`config.mk`:
```
export PLATFORM = sky130hd
export DESIGN_NAME = scatter_gather_completion_tracker
export DESIGN_NICKNAME = d
export VERILOG_FILES = /design/src/rtl/sgct_pkg.sv /design/src/rtl/sgct_ctrl.sv /design/src/rtl/sgct_dp.sv /design/src/rtl/scatter_gather_completion_tracker.sv
export VERILOG_INCLUDE_DIRS = /design/src /design/src/rtl
export SDC_FILE = /design/constraint.sdc
export NUM_CORES = 2
export LEC_CHECK = 0
export BUFFER_PORTS_ARGS = -buffer_cell sky130_fd_sc_hd__buf_2
export CORE_MARGIN = 3
export CORE_UTILIZATION = 60
export CTS_CLUSTER_SIZE = 30
export DETAILED_ROUTE_END_ITERATION = 6
export PLACE_DENSITY = 0.82
export SLEW_MARGIN = 20
export SYNTH_ARGS = -nofsm -noshare
export SYNTH_HDL_FRONTEND = slang
export SYNTH_SLANG_ARGS = --single-unit
```
`constraint.sdc`:
```
create_clock -name clk -period 22.8 [get_ports clk]
set_clock_uncertainty 0.1 [all_clocks]
set_input_delay 1.14 -clock clk [delete_from_list [all_inputs] [get_ports clk]]
set_output_delay 1.14 -clock clk [all_outputs]
set_load 0.03 [all_outputs]
```
`src/rtl/scatter_gather_completion_tracker_assert.svh`:
```
// Assertion macros used by the tracker datapath (sgct_dp).
`ifndef SCATTER_GATHER_COMPLETION_TRACKER_ASSERT_SVH
`define SCATTER_GATHER_COMPLETION_TRACKER_ASSERT_SVH
`ifndef SYNTHESIS
`define SGCT_ASSERT(lbl, clk, rst_n, prop, msg) \
	lbl: assert property (@(posedge clk) disable iff (!rst_n) prop) else $error(msg);
`define SGCT_ASSERT_ALWAYS(lbl, clk, prop, msg) \
	lbl: assert property (@(posedge clk) prop) else $error(msg);
`else
`define SGCT_ASSERT(lbl, clk, rst_n, prop, msg)
`define SGCT_ASSERT_ALWAYS(lbl, clk, prop, msg)
`endif
`endif

```
`src/rtl/sgct_pkg.sv`:
```
`timescale 1ns / 1ps
package sgct_pkg;

	localparam int MAX_SERVERS = 64;
	localparam int TIMER_BITS  = 32;
	localparam int IDX_W       = $clog2(MAX_SERVERS);
	localparam int CNT_W       = 7;
	localparam logic [31:0] CACHE_TICKS_RST = 32'd250;

	typedef enum logic [1:0] {
		CMD_START = 2'd0,
		CMD_REPLY = 2'd1,
		CMD_FAIL  = 2'd2,
		CMD_TICK  = 2'd3
	} cmd_t;

	typedef enum logic [1:0] {
		ST_OK    = 2'd0,
		ST_PROTO = 2'd1,
		ST_BUSY  = 2'd2
	} status_t;

	typedef enum logic {
		OS_EMPTY,
		OS_FULL
	} out_state_t;

	typedef struct packed {
		cmd_t        cmd;
		logic [6:0]  server_count;
		logic [5:0]  server_index;
		logic        size_ok;
		logic [7:0]  fail_code;
		logic [63:0] allocated_in;
		logic [63:0] inodes_in;
		logic [63:0] total_in;
	} in_t;

	typedef struct packed {
		status_t     status;
		logic        complete;
		logic [6:0]  pending_count;
		logic [7:0]  round_error;
		logic [63:0] allocated_sum;
		logic [63:0] inodes_sum;
		logic [63:0] total_sum;
	} out_t;

	typedef struct packed {
		logic exec;
	} dp_cmd_t;

endpackage

```
`src/rtl/sgct_ctrl.sv`:
```
`timescale 1ns / 1ps
module sgct_ctrl
	import sgct_pkg::*;
(
	input  logic    clk,
	input  logic    arst_n,
	input  logic    in_valid,
	input  logic    out_stall,
	output logic    in_stall,
	output logic    out_valid,
	output dp_cmd_t dp_cmd
);

	out_state_t state_q;
	out_state_t state_d;

	always_ff @(posedge clk or negedge arst_n) begin
		if (!arst_n) begin
			state_q <= OS_EMPTY;
		end else begin
			state_q <= state_d;
		end
	end

	always_comb begin
		state_d = state_q;
		unique case (state_q)
			OS_EMPTY: begin
				if (in_valid) begin
					state_d = OS_FULL;
				end
			end
			OS_FULL: begin
				if (!out_stall && !in_valid) begin
					state_d = OS_EMPTY;
				end
			end
			default: begin
				state_d = OS_EMPTY;
			end
		endcase
	end

	always_comb begin
		in_stall    = 1'b0;
		out_valid   = 1'b0;
		unique case (state_q)
			OS_EMPTY: begin
				in_stall  = 1'b0;
				out_valid = 1'b0;
			end
			OS_FULL: begin
				in_stall  = out_stall;
				out_valid = 1'b1;
			end
			default: begin
				in_stall  = 1'b1;
				out_valid = 1'b0;
			end
		endcase
		dp_cmd.exec = in_valid && !in_stall;
	end

endmodule

```
`src/rtl/sgct_dp.sv`:
```
`timescale 1ns / 1ps
`include "scatter_gather_completion_tracker_assert.svh"
module sgct_dp
	import sgct_pkg::*;
(
	input  logic        clk,
	input  logic        arst_n,
	input  dp_cmd_t     dp_cmd,
	input  in_t         in_data,
	input  logic        cfg_wr_en,
	input  logic [31:0] cfg_wr_data,
	output out_t        out_data
);

	logic [31:0]            cache_ticks_q;
	logic [MAX_SERVERS-1:0] pending_bits_q;
	logic [CNT_W-1:0]       pending_total_q;
	logic [CNT_W-1:0]       round_count_q;
	logic [7:0]             first_error_q;
	logic [63:0]            sum_alloc_q;
	logic [63:0]            sum_inodes_q;
	logic [63:0]            sum_total_q;
	logic [TIMER_BITS-1:0]  timer_q;
	out_t                   out_q;

	logic [MAX_SERVERS-1:0] pending_bits_d;
	logic [CNT_W-1:0]       pending_total_d;
	logic [CNT_W-1:0]       round_count_d;
	logic [7:0]             first_error_d;
	logic [63:0]            sum_alloc_d;
	logic [63:0]            sum_inodes_d;
	logic [63:0]            sum_total_d;
	logic [TIMER_BITS-1:0]  timer_d;
	status_t                status_d;
	logic [CNT_W-1:0]       start_count;
	logic                   idx_ok;
	logic                   retire;
	logic [7:0]             retire_err;
	logic [IDX_W-1:0]       idx;

	assign idx    = in_data.server_index[IDX_W-1:0];
	assign idx_ok = (CNT_W'(in_data.server_index) < round_count_q) && pending_bits_q[idx];
	assign start_count = (in_data.server_count > CNT_W'(MAX_SERVERS)) ?
		CNT_W'(MAX_SERVERS) : in_data.server_count;

	always_comb begin
		pending_bits_d  = pending_bits_q;
		pending_total_d = pending_total_q;
		round_count_d   = round_count_q;
		first_error_d   = first_error_q;
		sum_alloc_d     = sum_alloc_q;
		sum_inodes_d    = sum_inodes_q;
		sum_total_d     = sum_total_q;
		timer_d         = timer_q;
		status_d        = ST_OK;
		retire          = 1'b0;
		retire_err      = 8'd0;
		unique case (in_data.cmd)
			CMD_START: begin
				if (timer_q != '0 || pending_total_q != '0) begin
					status_d = ST_BUSY;
				end else begin
					round_count_d = start_count;
					for (int i = 0; i < MAX_SERVERS; i++) begin
						pending_bits_d[i] = CNT_W'(i) < start_count;
					end
					pending_total_d = start_count;
					first_error_d   = 8'd0;
					sum_alloc_d     = 64'd0;
					sum_inodes_d    = 64'd0;
					sum_total_d     = 64'd0;
				end
			end
			CMD_REPLY: begin
				if (!in_data.size_ok || !idx_ok) begin
					status_d = ST_PROTO;
				end else begin
					retire      = 1'b1;
					sum_alloc_d  = sum_alloc_q + in_data.allocated_in;
					sum_inodes_d = sum_inodes_q + in_data.inodes_in;
					sum_total_d  = sum_total_q + in_data.total_in;
				end
			end
			CMD_FAIL: begin
				if (!idx_ok) begin
					status_d = ST_PROTO;
				end else begin
					retire     = 1'b1;
					retire_err = in_data.fail_code;
				end
			end
			CMD_TICK: begin
				if (timer_q != '0) begin
					timer_d = timer_q - TIMER_BITS'(1);
				end
			end
			default: begin
				status_d = ST_OK;
			end
		endcase
		if (retire) begin
			pending_bits_d[idx] = 1'b0;
			if (retire_err != 8'd0 && first_error_q == 8'd0) begin
				first_error_d = retire_err;
			end
			pending_total_d = pending_total_q - CNT_W'(1);
			if (pending_total_q == CNT_W'(1)) begin
				timer_d = TIMER_BITS'(cache_ticks_q);
			end
		end
	end

	always_ff @(posedge clk or negedge arst_n) begin
		if (!arst_n) begin
			cache_ticks_q <= CACHE_TICKS_RST;
		end else if (cfg_wr_en) begin
			cache_ticks_q <= cfg_wr_data;
		end
	end

	always_ff @(posedge clk or negedge arst_n) begin
		if (!arst_n) begin
			pending_bits_q  <= '0;
			pending_total_q <= '0;
			round_count_q   <= '0;
			first_error_q   <= '0;
			sum_alloc_q     <= '0;
			sum_inodes_q    <= '0;
			sum_total_q     <= '0;
			timer_q         <= '0;
		end else if (dp_cmd.exec) begin
			pending_bits_q  <= pending_bits_d;
			pending_total_q <= pending_total_d;
			round_count_q   <= round_count_d;
			first_error_q   <= first_error_d;
			sum_alloc_q     <= sum_alloc_d;
			sum_inodes_q    <= sum_inodes_d;
			sum_total_q     <= sum_total_d;
			timer_q         <= timer_d;
		end
	end

	always_ff @(posedge clk) begin
		if (dp_cmd.exec) begin
			out_q.status        <= status_d;
			out_q.complete      <= timer_d != '0;
			out_q.pending_count <= pending_total_d;
			out_q.round_error   <= first_error_d;
			out_q.allocated_sum <= sum_alloc_d;
			out_q.inodes_sum    <= sum_inodes_d;
			out_q.total_sum     <= sum_total_d;
		end
	end

	assign out_data = out_q;

	`SGCT_ASSERT(a_count_matches_bits, clk, arst_n, CNT_W'($countones(pending_bits_q)) == pending_total_q, "pending count differs from pending bits")
	`SGCT_ASSERT(a_timer_only_when_idle, clk, arst_n, (timer_q != '0) |-> (pending_total_q == '0), "result window open while servers pending")
	`SGCT_ASSERT(a_total_within_round, clk, arst_n, pending_total_q <= round_count_q, "pending count above round size")

endmodule

```
`src/rtl/scatter_gather_completion_tracker.sv`:
```
// Channel   Handshake                 Payload
// in        in_valid / in_stall       in_data (in_t)
// out       out_valid / out_stall     out_data (out_t)
// cfg       cfg_wr_en                 cfg_wr_data (cache_ticks)
// Each transfer is applied to the tracking state in the cycle it is accepted.
// Its result is held in one output register and one input transfer is taken per cycle while in_stall is low.
// A new input is accepted whenever the output register is empty or drains in the same cycle.
// Reset clears all pending bits, counts, sums and the validity timer.
`timescale 1ns / 1ps
module scatter_gather_completion_tracker
	import sgct_pkg::*;
(
	input  logic        clk,
	input  logic        arst_n,
	input  logic        in_valid,
	output logic        in_stall,
	input  in_t         in_data,
	output logic        out_valid,
	input  logic        out_stall,
	output out_t        out_data,
	input  logic        cfg_wr_en,
	input  logic [31:0] cfg_wr_data
);

	dp_cmd_t dp_cmd;

	sgct_ctrl u_ctrl (
		.clk       (clk),
		.arst_n    (arst_n),
		.in_valid  (in_valid),
		.out_stall (out_stall),
		.in_stall  (in_stall),
		.out_valid (out_valid),
		.dp_cmd    (dp_cmd)
	);

	sgct_dp u_dp (
		.clk         (clk),
		.arst_n      (arst_n),
		.dp_cmd      (dp_cmd),
		.in_data     (in_data),
		.cfg_wr_en   (cfg_wr_en),
		.cfg_wr_data (cfg_wr_data),
		.out_data    (out_data)
	);

endmodule
```
Word-level counts from Yosys, hierarchy flattened
Index checks and enable logic that the tools add are counted.
Widths: inputs -> output; s select.
{"block": "word_totals", "output_inout_bits": 212, "ff_bits": 553, "n_memories": 0, "romBits": 0, "latchBits": 0, "inputBits": 253, "mem_bits_rw": 0}
{"block": "classes", "magnitude_cmp": 68, "n_reduce_logical": 19, "shifts": 0, "n_addsub": 5, "bitwise": 4, "mux": 42, "div": 0, "multipliers": 0, "n_eq_ne": 4}
{"op": "$mux 64", "count": 9}
{"op": "$pmux 64 s2", "count": 3}
{"op": "$lt 6x7->1 const A", "count": 32}
{"op": "$add 64x64->64", "count": 3}
{"op": "$mux 32", "count": 4}
{"op": "$lt 5x7->1 const A", "count": 16}
{"op": "$and 64x64->64", "count": 1}
{"op": "$not 64->64", "count": 1}
{"op": "$reduce_bool 32->1", "count": 2}
{"op": "$lt 4x7->1 const A", "count": 8}
{"op": "$mux 8", "count": 6}
{"op": "$sub 32x1->32 const B", "count": 1}
{"op": "$lt 3x7->1 const A", "count": 4}
{"op": "$mux 7", "count": 4}
{"op": "$lt 1x7->1 const A", "count": 2}
{"op": "$lt 2x7->1 const A", "count": 2}
{"op": "$logic_not 8->1", "count": 1}
{"op": "$mux 1", "count": 8}
{"op": "$pmux 1 s2", "count": 4}
{"op": "$reduce_bool 8->1", "count": 1}
{"op": "$eq 7x1->1 const B", "count": 1}
{"op": "$gt 7x7->1 const B", "count": 1}
{"op": "$lt 6x7->1", "count": 1}
{"op": "$lt 6x7->1 const B", "count": 1}
{"op": "15 further kinds", "count": 26}

Longest topological paths before layout
{"block": "depth", "word_depth": 9, "depth_mapped": 16}

Hierarchy
From an unflattened synthesis, not the netlist that was laid out.
{"block": "hier_totals", "cells_unflattened": 3805, "hier_area_um2": 35913.2}
{"module": "sgct_dp", "instances": 1, "area_per_inst_um2": 35863.1, "seq_area_each_um2": 14871.8, "cells_each": 3801}
{"module": "sgct_ctrl", "instances": 1, "area_per_inst_um2": 50.0, "seq_area_each_um2": 25.0, "cells_each": 4}

Worst setup path before layout
No wires, ideal clock.
{"block": "synth_timing", "path_type": "input-to-reg", "from": "input port out_stall", "to": "register u_dp.out_q (netlist bit u_dp.out_data[0]) (enable)", "setup_ps": 656, "arrival_ps": 7808, "cell_stages": 6, "slack_ps": 14236, "path_cell_list": "nand2_1 > nand2_1 > inv_1 > clkbuf_1 > clkbuf_1 > clkbuf_1"}
{"block": "synth_via", "elab_chain_len": 3}
{"element": "start, declared", "line": "scatter_gather_completion_tracker.sv:19", "rtl": "input logic out_stall,"}
{"element": "$pmux 1 s2", "line": "sgct_ctrl.sv:47", "rtl": "unique case (state_q)"}
{"element": "$logic_not 1->1", "line": "sgct_ctrl.sv:61", "rtl": "dp_cmd.exec = in_valid && !in_stall;"}
{"element": "$logic_and 1x1->1", "line": "sgct_ctrl.sv:61"}
{"element": "named net dp_cmd", "line": "scatter_gather_completion_tracker.sv:25", "rtl": "dp_cmd_t dp_cmd;"}
{"element": "end, declared", "line": "sgct_dp.sv:24", "rtl": "out_t out_q;"}
The timed path passes the listed nets, and every way through them passes these cells.
A chain may end at the register's enable or synchronous reset.

Worst setup path in the final report
{"block": "layout_timing", "from": "register u_dp.timer_q[3]", "to": "register u_dp.sum_inodes_q[15]"}
{"block": "layout_via", "elab_chain_len": 4}
{"element": "start, declared", "line": "sgct_dp.sv:23", "rtl": "logic [TIMER_BITS-1:0] timer_q;"}
{"element": "start signal, assigned", "line": "sgct_dp.sv:139", "rtl": "timer_q <= timer_d;"}
{"element": "$reduce_bool 32->1", "line": "sgct_dp.sv:60", "rtl": "if (timer_q != '0 || pending_total_q != '0) begin"}
{"element": "$logic_or 1x1->1", "line": "sgct_dp.sv:60"}
{"element": "$mux 64", "line": "sgct_dp.sv:60"}
{"element": "$pmux 64 s2", "line": "sgct_dp.sv:58", "rtl": "unique case (in_data.cmd)"}
{"element": "named net u_dp.sum_inodes_d[15]", "line": "sgct_dp.sv:31", "rtl": "logic [63:0] sum_inodes_d;"}
{"element": "end signal, assigned", "line": "sgct_dp.sv:137", "rtl": "sum_inodes_q <= sum_inodes_d;"}
{"element": "end, declared", "line": "sgct_dp.sv:21", "rtl": "logic [63:0] sum_inodes_q;"}
The timed path passes the listed nets, and every way through them passes these cells.

==> results.cfg <==
[finish]
drive_above_1_share = 0.155
areaGrowthSynthToFinish_pct = 13.0
nNetsFinal = 4637
fin_cells = 5013
register_area_sq_mm = 0.0149
multi_input_area_sq_mm = 0.0191
nFillCells = 4548

[critical_path]
path_class = reg -> reg
rr_startpoint = u_dp.timer_q[3]
crit_top_cell = buf_4
start_kind = flip-flop
max_stage_delay_ns = 0.67
worstPathCellList = or4_1, or3_1, nor3_4, and3_1, buf_4, a21oi_1, inv_2, nand2_4, buf_4, nand2_1, o21ai_0, mux2_2
rr_worst_depth = 12
critical_path.startpoint = u_dp.timer_q[3]
required_ns = 23.20
crit_path_end_kind = flip-flop
worstPathArrival_ns = 5.74
r2r_slack_ns = 17.46
endpoint = u_dp.sum_inodes_q[15]
r2r_end = u_dp.sum_inodes_q[15]
crit_fanout = 79
cp_slowest_cell = or4_1

[global_route]
track_usage = 0.345
grt_pass1_wl_um = 168000
grt_pass1_vias = 30400
antenna_found_initial = 23
grt_remaining_overflow = 0
grt_max_degree = 174

[yosys]
synthTopCellsByCount = nand2_1 (671), o21ai_0 (358), dfrtp_1 (337)
yosysTopAreaCell = dfrtp_1
yosys.area.top_type_share = 0.240
synth_warnings = 0
synthCells = 3874
ys_types = 85
synth_edf_count = 210
netlist_area_sq_mm = 0.0352
yosysSeqAreaShare = 0.423
ys.flop_type = dfrtp_1
postSynthAreaPerCell_sq_um = 9.08
synthArstFlopShare = 0.620
synthTopCellsByArea = dfrtp_1 (24%), edfxtp_1 (18%), ha_1 (7.2%)
synth.most_common_cell = nand2_1
synth.net_count = 4333
synth-seq-cells = 553

[route]
first_pass_iters = 6
drc_errors = 0
drt-total-wl_um = 110000
vias_per_cell = 6.44
vias = 32300
drt_iter0_drc = 2865
antenna_left = 0
drt-wirelength-per-cell_um = 21.9

[clock_network]
ctsResizeCount = 0
max-clock-path-buffers = 3
cts_sinks = 553
clkLatencyLatePin_ns = 0.63
root_buffer = clkbuf_16
htree_levels = 2
cts_tree = done
cts_buffers = 59
clk_pin_slew_ns = 0.06
cts_setup_buffers = 0
cts-hold-fix-buffers = 0

[floorplanning]
fp.dieArea_sq_mm = 0.0616
dieWidth_um = 248
start_util = 0.609
rows = 88
dieHeight_um = 248
core_area_sq_mm = 0.0578
ioPinCount = 465

[sta]
final-max-slew-violation-count = 0
max_slew_margin = 0.290
finalCritPeriodShare = 0.234
rsz0062_at_grt = false
worst_pin_slew_ns = 1.06
min_period_ns = 5.34
hold_violations = 0
setup-tns-final_ns = 0
max_freq_mhz = 187
fin_hold_ws_ns = 0.376
finalSetupViolations = 0

[placement]
hpwl_um = 78100
io_buffer_count = 464
finalWeightedCongestion = 0.962
dp_cells = 4882

[run]
drv_cap = 0

[power_and_ir_drop]
vdd_ir_drop_max_uv = 64.1
p_per_area_mw_per_mm2 = 85.0
p_leak_nw = 18.5

[run_status]
status = complete, no violations

[hold_path]
min-delay-path-class = reg -> reg
## critical path, delay by kind of cell, from the launching register on
family / cells / cell delay, ns
AND/OR/NAND/NOR: 6 / 2.56
buffers and inverters: 3 / 1.29
multiplexers: 1 / 0.32
flip-flops: 1 / 0.45
AO/OA/AOI/OAI: 2 / 0.43
## worst min path at each step
| stage | cells after the start | from | to |
|---|---|---|---|
| 2_1_floorplan | 2 | u_dp.round_count_q[6] | u_dp.round_count_q[6] |
| 3_3_place_gp | 2 | u_dp.round_count_q[0] | u_dp.round_count_q[0] |
| 3_5_place_dp | 2 | u_dp.round_count_q[0] | u_dp.round_count_q[0] |
| 4_1_cts | 2 | u_dp.round_count_q[0] | u_dp.round_count_q[0] |
| 5_1_grt | 2 | u_dp.pending_bits_q[49] | u_dp.pending_bits_q[49] |
| 6_report | 2 | u_dp.round_count_q[0] | u_dp.round_count_q[0] |
## metrics by stage
stage / setup slack (ns) / total power, mW / instance area [sq um] / util
6_report: 17.46 / 3.38 / 39800 / 0.688
5_1_grt: 17.21 / 3.55 / 39700 / 0.688
4_1_cts: 17.52 / 3.37 / 39700 / 0.687
3_5_place_dp: 16.92 / 2.41 / 37800 / 0.654
3_3_place_gp: 17.01 / 2.39 / 37800 / 0.654
2_1_floorplan: 14.24 / 2.11 / 35200 / -
## layout by cell type, fill, tap and decap left out, types with 60 or more instances in the layout
cell type	netlist	routed
xnor2_1	124	124
a21oi_1	294	294
buf_2	13	463
edfxtp_1	210	210
clkbuf_16	0	60
ha_1	203	203
nor2_1	214	211
o21ai_0	358	358
dfrtp_1	337	337
a22o_1	192	192
inv_1	69	68
a21o_1	129	129
xor2_1	70	70
nand2_1	671	669
## report_power, final
part / internal, mW / switching [mW]
registers: 1.19 / 0.119
clock network: 0.549 / 0.416
logic: 0.421 / 0.685
## state kept, by name, summed over array words and instances (netlist names)
register	count
u_ctrl.state_q	1
u_dp.cache_ticks_q	32
u_dp.first_error_q	8
u_dp.out_data	210
u_dp.pending_bits_q	64
u_dp.pending_total_q	7
u_dp.round_count_q	7
u_dp.sum_alloc_q	64
u_dp.sum_inodes_q	64
u_dp.sum_total_q	64
u_dp.timer_q	32
## routing by layer
layer | up-vias | share of wire | track usage
li1 | 14900 | - | -
met3 | 338 | 0.087 | 0.0645
met1 | 15400 | 0.39 | 0.447
met5 | - | 0.00084 | 0
met4 | 12 | 0.055 | 0.183
met2 | 1621 | 0.46 | 0.555
## cell families (layout without fill, tap and decap cells)
group           after synthesis  count (layout)  share of synthesized area
compound gates             1316            1316                      0.245
xor+xnor                    194             194                     0.0483
fa+ha+maj                   206             206                     0.0739
buf+inv                     311             666                     0.0339
flops                       553             553                      0.423
mux                          65              65                     0.0210
other cells                   0              19                          0
simple gates               1229            1229                      0.155
## cell type report
class | count | share of cell area
Clock buffer | 75 | 0.0399
Multi-Input combinational cell | 3010 | 0.482
Tap cell | 765 | 0.0241
Sequential cell | 553 | 0.375
Antenna cell | 19 | 0.00120
Clock inverter | 37 | 0.00840
Inverter | 70 | 0.00680
Timing Repair Buffer | 484 | 0.0634
Power figures use the tool's default switching activity.
